## config.mk

```make
export PLATFORM = sky130hd
export DESIGN_NAME = settle_and_ceiling_deferral_core
export DESIGN_NICKNAME = d
export VERILOG_FILES = /design/src/rtl/sacd_pkg.sv /design/src/rtl/settle_and_ceiling_deferral_core.sv /design/src/rtl/sacd_decide.sv
export SDC_FILE = /design/constraint.sdc
export NUM_CORES = 1
export LEC_CHECK = 0
export BUFFER_PORTS_ARGS = -buffer_cell sky130_fd_sc_hd__buf_2
export CORE_ASPECT_RATIO = 0.6
export CORE_MARGIN = 5
export CORE_UTILIZATION = 50
export CTS_CLUSTER_DIAMETER = 150
export DETAILED_ROUTE_END_ITERATION = 8
export PLACE_DENSITY = 0.69
export SLEW_MARGIN = 5
export SYNTH_ARGS = -nofsm -noshare
export SYNTH_HDL_FRONTEND = slang
export SYNTH_HIERARCHICAL = 1
export SYNTH_SLANG_ARGS = --single-unit
```

## constraint.sdc

```tcl
create_clock -name clk -period 15.1 [get_ports clk]
set_input_delay 0.755 -clock clk [delete_from_list [all_inputs] [get_ports clk]]
set_output_delay 0.755 -clock clk [all_outputs]
set_load 0.005 [all_outputs]
```

## src/rtl/sacd_pkg.sv

```systemverilog
// Shared types and constants for the settle and ceiling deferral core.
// Holds the input and result word structs, register indexes and reset values.
// No dependencies.
package sacd_pkg;

    // fixed field widths
    localparam int FIELD_VALUE_W = 64;
    localparam int FIELD_TIME_W  = 16;
    localparam int MULT_W        = 4;
    localparam int CEIL_W        = FIELD_TIME_W + MULT_W;
    localparam int CFG_INDEX_W   = 2;
    localparam int CFG_DATA_W    = 16;

    // configuration register indexes
    localparam logic [CFG_INDEX_W-1:0] CFG_SETTLE_TIME   = 2'd0;
    localparam logic [CFG_INDEX_W-1:0] CFG_COST_MULTIPLE = 2'd1;

    // register reset values
    localparam logic [FIELD_TIME_W-1:0] SETTLE_TIME_RESET   = 16'd1440;
    localparam logic [MULT_W-1:0]       COST_MULTIPLE_RESET = 4'd4;

    // input word: one poll
    typedef struct packed {
        logic                     kind;
        logic [FIELD_VALUE_W-1:0] wanted_value;
        logic [FIELD_VALUE_W-1:0] built_value;
        logic                     gesture_held;
        logic [FIELD_TIME_W-1:0]  elapsed_time;
        logic [FIELD_TIME_W-1:0]  rebuild_cost;
    } in_word_t;

    // result word: one decision
    typedef struct packed {
        logic regenerate;
        logic deferring_now;
    } out_word_t;

endpackage

```

## src/rtl/settle_and_ceiling_deferral_core.sv

```systemverilog
// Debounce with a maximum hold time: poll comparison, deferral timers, result.
// An accepted word passes through the input stage register and then the result stage register.
// Throughput: one word per cycle while the output is not stalled; the timer state updates as each word leaves.
// Reset (rst_n, async, active low): timers and deferral clear, registers go
// to settle_time 1440 and cost_multiple 4, both pipeline stages empty.
// Depends on sacd_pkg and sacd_decide.
module settle_and_ceiling_deferral_core
    import sacd_pkg::*;
#(
    parameter int TIME_WIDTH  = 24,
    parameter int VALUE_WIDTH = 64
)
(
    input  logic                   clk,
    input  logic                   rst_n,
    input  logic                   in_valid,
    output logic                   in_stall,
    input  in_word_t               in_word,
    output logic                   out_valid,
    input  logic                   out_stall,
    output out_word_t              out_word,
    input  logic                   cfg_valid,
    output logic                   cfg_ready,
    input  logic [CFG_INDEX_W-1:0] cfg_index,
    input  logic [CFG_DATA_W-1:0]  cfg_data
);

    localparam logic [VALUE_WIDTH-1:0] NEG_ZERO = {1'b1, {(VALUE_WIDTH-1){1'b0}}};

    // configuration
    logic [FIELD_TIME_W-1:0] settle_time_reg;
    logic [MULT_W-1:0]       cost_multiple_reg;

    // input stage
    logic                    s1_valid_reg;
    logic                    s1_kind_reg;
    logic [VALUE_WIDTH-1:0]  s1_wanted_reg;
    logic                    s1_match_reg;
    logic                    s1_held_reg;
    logic [FIELD_TIME_W-1:0] s1_elapsed_reg;
    logic [CEIL_W-1:0]       s1_ceiling_reg;

    // deferral state
    logic                    deferring_reg;
    logic [VALUE_WIDTH-1:0]  deferred_value_reg;
    logic [TIME_WIDTH-1:0]   settled_time_reg;
    logic [TIME_WIDTH-1:0]   held_time_reg;
    logic                    deferring_next;
    logic [VALUE_WIDTH-1:0]  deferred_value_next;
    logic [TIME_WIDTH-1:0]   settled_time_next;
    logic [TIME_WIDTH-1:0]   held_time_next;

    // result stage
    logic                    out_valid_reg;
    out_word_t               out_word_reg;
    out_word_t               result;

    logic                    out_free;
    logic                    s1_move;
    logic                    in_take;
    logic [VALUE_WIDTH-1:0]  wanted_raw;
    logic [VALUE_WIDTH-1:0]  built_raw;
    logic [VALUE_WIDTH-1:0]  wanted_norm;
    logic [VALUE_WIDTH-1:0]  built_norm;
    logic [CEIL_W-1:0]       cost_product;
    logic [CEIL_W-1:0]       ceiling;

    // flow control
    assign out_free  = !out_valid_reg || !out_stall;
    assign s1_move   = s1_valid_reg && out_free;
    assign in_stall  = s1_valid_reg && !out_free;
    assign in_take   = in_valid && !in_stall;
    assign out_valid = out_valid_reg;
    assign out_word  = out_word_reg;
    assign cfg_ready = 1'b1;

    // value masking and negative zero on seek polls
    assign wanted_raw  = in_word.wanted_value[VALUE_WIDTH-1:0];
    assign built_raw   = in_word.built_value[VALUE_WIDTH-1:0];
    assign wanted_norm = (in_word.kind && (wanted_raw == NEG_ZERO)) ? '0 : wanted_raw;
    assign built_norm  = (in_word.kind && (built_raw == NEG_ZERO)) ? '0 : built_raw;

    // hold ceiling: max(settle_time, cost * multiple)
    assign cost_product = CEIL_W'(in_word.rebuild_cost) * CEIL_W'(cost_multiple_reg);
    assign ceiling = (cost_product < CEIL_W'(settle_time_reg)) ?
                     CEIL_W'(settle_time_reg) : cost_product;

    // configuration writes
    always_ff @(posedge clk or negedge rst_n)
    begin
        if (!rst_n)
        begin
            settle_time_reg   <= SETTLE_TIME_RESET;
            cost_multiple_reg <= COST_MULTIPLE_RESET;
        end
        else if (cfg_valid && cfg_ready)
        begin
            case (cfg_index)
                CFG_SETTLE_TIME:   settle_time_reg   <= cfg_data;
                CFG_COST_MULTIPLE: cost_multiple_reg <= cfg_data[MULT_W-1:0];
                default:           ;
            endcase
        end
    end

    // input stage control
    always_ff @(posedge clk or negedge rst_n)
    begin
        if (!rst_n)
            s1_valid_reg <= 1'b0;
        else if (in_take)
            s1_valid_reg <= 1'b1;
        else if (s1_move)
            s1_valid_reg <= 1'b0;
    end

    // input stage payload
    always_ff @(posedge clk)
    begin
        if (in_take)
        begin
            s1_kind_reg    <= in_word.kind;
            s1_wanted_reg  <= wanted_norm;
            s1_match_reg   <= (wanted_norm == built_norm);
            s1_held_reg    <= in_word.gesture_held;
            s1_elapsed_reg <= in_word.elapsed_time;
            s1_ceiling_reg <= ceiling;
        end
    end

    sacd_decide #(
        .TIME_WIDTH  (TIME_WIDTH),
        .VALUE_WIDTH (VALUE_WIDTH)
    ) u_decide (
        .kind                (s1_kind_reg),
        .wanted              (s1_wanted_reg),
        .match               (s1_match_reg),
        .gesture_held        (s1_held_reg),
        .elapsed             (s1_elapsed_reg),
        .ceiling             (s1_ceiling_reg),
        .settle_time         (settle_time_reg),
        .deferring           (deferring_reg),
        .deferred_value      (deferred_value_reg),
        .settled_time        (settled_time_reg),
        .held_time           (held_time_reg),
        .deferring_next      (deferring_next),
        .deferred_value_next (deferred_value_next),
        .settled_time_next   (settled_time_next),
        .held_time_next      (held_time_next),
        .result              (result)
    );

    // deferral state update as a word leaves the input stage
    always_ff @(posedge clk or negedge rst_n)
    begin
        if (!rst_n)
        begin
            deferring_reg      <= 1'b0;
            deferred_value_reg <= '0;
            settled_time_reg   <= '0;
            held_time_reg      <= '0;
        end
        else if (s1_move)
        begin
            deferring_reg      <= deferring_next;
            deferred_value_reg <= deferred_value_next;
            settled_time_reg   <= settled_time_next;
            held_time_reg      <= held_time_next;
        end
    end

    // result stage control
    always_ff @(posedge clk or negedge rst_n)
    begin
        if (!rst_n)
            out_valid_reg <= 1'b0;
        else if (s1_move)
            out_valid_reg <= 1'b1;
        else if (!out_stall)
            out_valid_reg <= 1'b0;
    end

    // result stage payload
    always_ff @(posedge clk)
    begin
        if (s1_move)
            out_word_reg <= result;
    end

    // a rebuild always ends the deferral
    assert property (@(posedge clk) disable iff (!rst_n)
        out_valid_reg && out_word_reg.regenerate |-> !out_word_reg.deferring_now)
        else $error("rebuild reported while still deferring");

    // the shown flag matches the stored deferral state
    assert property (@(posedge clk) disable iff (!rst_n)
        out_valid_reg |-> (out_word_reg.deferring_now == deferring_reg))
        else $error("result flag and deferral state disagree");

    // input stalls only when both stages are full
    assert property (@(posedge clk) disable iff (!rst_n)
        in_stall |-> (s1_valid_reg && out_valid_reg))
        else $error("input stalled with room in the pipeline");

    // a word leaving the input stage shows up as a result
    assert property (@(posedge clk) disable iff (!rst_n)
        s1_move |=> out_valid_reg)
        else $error("word lost between stages");

endmodule

```

## src/rtl/sacd_decide.sv

```systemverilog
// Combinational decision step of the deferral core: next timer state and result.
// Depends on sacd_pkg for field widths and the result word type.
module sacd_decide
    import sacd_pkg::*;
#(
    parameter int TIME_WIDTH  = 24,
    parameter int VALUE_WIDTH = 64
)
(
    input  logic                    kind,
    input  logic [VALUE_WIDTH-1:0]  wanted,
    input  logic                    match,
    input  logic                    gesture_held,
    input  logic [FIELD_TIME_W-1:0] elapsed,
    input  logic [CEIL_W-1:0]       ceiling,
    input  logic [FIELD_TIME_W-1:0] settle_time,
    input  logic                    deferring,
    input  logic [VALUE_WIDTH-1:0]  deferred_value,
    input  logic [TIME_WIDTH-1:0]   settled_time,
    input  logic [TIME_WIDTH-1:0]   held_time,
    output logic                    deferring_next,
    output logic [VALUE_WIDTH-1:0]  deferred_value_next,
    output logic [TIME_WIDTH-1:0]   settled_time_next,
    output logic [TIME_WIDTH-1:0]   held_time_next,
    output out_word_t               result
);

    localparam int CMP_W = (TIME_WIDTH > CEIL_W) ? TIME_WIDTH : CEIL_W;

    logic [TIME_WIDTH:0]   held_sum;
    logic [TIME_WIDTH:0]   settled_sum;
    logic [TIME_WIDTH-1:0] held_sat;
    logic [TIME_WIDTH-1:0] settled_sat;
    logic [TIME_WIDTH-1:0] settled_upd;
    logic                  value_moved;
    logic                  fire;

    // saturating timer adds
    assign held_sum    = {1'b0, held_time} + (TIME_WIDTH+1)'(elapsed);
    assign settled_sum = {1'b0, settled_time} + (TIME_WIDTH+1)'(elapsed);
    assign held_sat    = held_sum[TIME_WIDTH] ? '1 : held_sum[TIME_WIDTH-1:0];
    assign settled_sat = settled_sum[TIME_WIDTH] ? '1 : settled_sum[TIME_WIDTH-1:0];

    // settle timer restarts when the wanted value moves
    assign value_moved = (wanted != deferred_value);
    assign settled_upd = value_moved ? '0 : settled_sat;

    // fire once settled, or once the hold ceiling is reached
    assign fire = !((settled_upd < TIME_WIDTH'(settle_time)) &&
                    (CMP_W'(held_sat) < CMP_W'(ceiling)));

    // decision
    always_comb
    begin
        deferring_next      = deferring;
        deferred_value_next = deferred_value;
        settled_time_next   = settled_time;
        held_time_next      = held_time;
        result.regenerate   = 1'b0;
        if (match)
        begin
            deferring_next    = 1'b0;
            settled_time_next = '0;
            held_time_next    = '0;
        end
        else if (kind && !gesture_held)
        begin
            // seek released: rebuild right away
            deferring_next      = 1'b0;
            settled_time_next   = '0;
            held_time_next      = '0;
            deferred_value_next = wanted;
            result.regenerate   = 1'b1;
        end
        else if (!deferring)
        begin
            // first mismatch opens a deferral
            deferring_next      = 1'b1;
            settled_time_next   = '0;
            held_time_next      = '0;
            deferred_value_next = wanted;
        end
        else
        begin
            deferred_value_next = wanted;
            if (fire)
            begin
                deferring_next    = 1'b0;
                settled_time_next = '0;
                held_time_next    = '0;
                result.regenerate = 1'b1;
            end
            else
            begin
                settled_time_next = settled_upd;
                held_time_next    = held_sat;
            end
        end
        result.deferring_now = deferring_next;
    end

endmodule
```

==> flow_summary.yaml <==
cells_and_area:
  areaGrowthSynthToFinish_pct: 10.80
  nets: 2098
  instances_no_fill: 2258
  final_layout_size_suffix_gt1_frac: 0.2663
  fin_util: 0.5650
  nFillCells: 3023
setup_path:
  r2r_slack_ps: 8300
  cp.arrival_ps: 7080
  critPathLaunch: "cost_multiple_reg[1]"
  reg2reg_to: "s1_ceiling_reg[9]"
  cp.required_ps: 15380
  worst_r2r_startpoint: "cost_multiple_reg[1]"
  critPathMaxFanout: 17
  startpoint_type: "flop"
  crit_type: "reg2reg"
  endpoint_kind: "flop"
  reg2reg_depth: 21
synthesis:
  synth_edf_count: 105
  synthXorXnorAreaFrac: 0.08664
  syn-cell-area_mm2: 0.01729
  syn_area_per_cell_um2: 10.33
  synth_cell_types: 81
  synth_top_area_share: 0.1882
  seq_area_frac_synth: 0.3782
  yosysWarnings: 6
  yosys.area_share.simple: 0.1264
  synth_compound_area_frac: 0.1029
  synth_largest_area_cell: "dfrtp_1"
  ys.flop_type: "dfrtp_1"
  synthArstFlopShare: 0.5625
  ys_ff_latch: 240
  synth_fa_ha_area_frac: 0.1107
  synth_top_family_by_area: "multiplexers"
  muxShareOfSynthArea: 0.1344
  syn_inst: 1673
  synth.top_cells.by_area: "dfrtp_1 (19%), edfxtp_1 (18%), mux2_2 (12%)"
hold_path:
  hold_class: "in2async"
global_route:
  grtUsageTotal: 0.2537
  gr-total-overflow: 0
  grt_pass1_wl_um: 76880
  grt_max_degree: 83
  first_global_vias: 12912
  antenna_found_initial: 4
route:
  wirelength_um: 50730
  wl_met2_um: 19510
  wl_per_cell_um: 22.47
  dr_total_vias: 13340
  wl_met1_um: 25300
  antenna_left: 0
  detailedRoute.firstPassIterationCount: 6
  top_layer: "met5"
  drc: 0
  first_iter_violations: 1345
  met3WireLength_um: 5242
  vias_per_cell: 5.908
die:
  core_area_mm2: 0.03390
  die_w_um: 250.0
  rows: 52
  die_area_mm2: 0.03851
  start_util: 0.5099
  fp.dieH_um: 154.0
  ios: 190
clock_tree:
  clk_pin_slew_ps: 70
  cts_buffer_depth: 3
  cts_tree: "yes"
  post_cts_resized: 0
  htree_levels: 1
  cts_post_setup_buffers_inserted: 0
  ctsHoldBuffers: 0
  cts-root-buf: "clkbuf_16"
  numClockSinks: 240
  numCtsBuffers: 24
  worstSkewPairLatency_ps: 530
placement:
  io_buffers: 188
  place_ws_ps: 8272
  dp_hpwl_um: 39840
  dp_cells: 2211
  place.gp.congestion: 1.010
sta:
  timing.fmax_mhz: 147.0
  grt_setup_unrepaired: "no"
  relSlewSlack: 0.2235
  fin_setup_tns_ps: 0
  hold_viol: 0
  min_period_ps: 6803
  fin_ws_ps: 8297
  worst_slew_pin_slew_ps: 1149
  drv_slew: 0
  setup_viol: 0
  finClkSkew_ps: 14.45
  period_share: 0.4505
pwr:
  peakVddDrop_uv: 96.75
  p_per_area_mw_per_mm2: 127.6
  p_leak_nw: 8.387
status:
  status: "finished, final reports clean"
run:
  cap_violations: 0
layer usage:
metal,vias up,GRT usage
li1,6136,-
met1,6589,0.4183
met2,555,0.3250
met3,58,0.07665
met4,2,0.03635
met5,-,0.01366
cell usage after synthesis (all sizes together), types with 23 or more instances:
cell / number
nand4: 41
edfxtp: 105
buf: 25
nor3: 26
xnor2: 52
inv: 116
clkbuf: 106
nor4: 62
ha: 105
mux2: 198
xor2: 119
nor2: 67
a211oi: 23
o21ai: 61
a21oi: 79
nand2: 98
dfrtp: 130
fa: 30
and2: 51
logic make-up after synthesis:
family,after synthesis
xor+xnor,171
other cells,2
simple gates,413
mux,204
fa+ha+maj,135
compound gates,261
flops,240
buf+inv,247
stage by stage:
step           total power, mW  cell area, um2  hold WS (ps)
6_report                 2.443           19150         319.6
5_1_grt                  2.598           19150         366.0
4_1_cts                  2.448           19140         343.7
3_3_place_gp             1.779           18340         461.8
2_1_floorplan            1.581           17330         443.6
3_5_place_dp             1.821           18340         479.6
how the worst max path moves through the flow:
stage                               endpoint  cells past startpoint
after floorplan           s1_ceiling_reg[10]                     23
after global placement    s1_ceiling_reg[11]                     22
after detailed placement   s1_ceiling_reg[7]                     22
after CTS                 s1_ceiling_reg[11]                     21
after global routing       s1_ceiling_reg[7]                     21
final                      s1_ceiling_reg[9]                     21
cell usage in the layout, fill, tap and decap left out, types with 50 or more instances in the layout:
cell / n
nor4_1: 62
nor2_1: 67
buf_2: 187
nand2_1: 98
xnor2_1: 52
dfrtp_1: 130
o21ai_0: 54
a21oi_1: 58
xor2_1: 119
inv_1: 115
mux2_2: 188
ha_1: 105
edfxtp_1: 105
and2_1: 50
report_power, final:
group | internal [mW] | total (mW) | switching (mW)
Clock | 0.358 | 0.615 | 0.257
Combinational | 0.434 | 0.925 | 0.491
Sequential | 0.815 | 0.903 | 0.0876
critical path, cell delays in order (launching register included):
cell and delay, ps:
dfrtp_1 620, and2_1 280, fa_1 530, inv_1 50
fa_1 470, inv_1 50, ha_1 340, a21oi_1 250
and3_1 300, o21ai_0 180, a21o_1 220, a21oi_1 170
xnor2_1 160, ha_1 290, a21oi_1 180, o21ai_0 130
a2111oi_0 490, a21o_1 230, a21oi_1 80, nor3_1 150
or4b_1 920, mux2_4 460
area by class of cell:
cell class / count / area [um2] / share of cell area
clock inverter: 7 / 91.34 / 0.004769
sequential: 240 / 6538 / 0.3413
timing repair buffer: 199 / 1030 / 0.05377
tap: 459 / 574.3 / 0.02999
multi-input combinational: 1197 / 9767 / 0.5100
inverter: 116 / 435.4 / 0.02273
antenna: 4 / 10.01 / 0.0005226
clock buffer: 36 / 706.9 / 0.03691
Power figures use the tool's default switching activity.
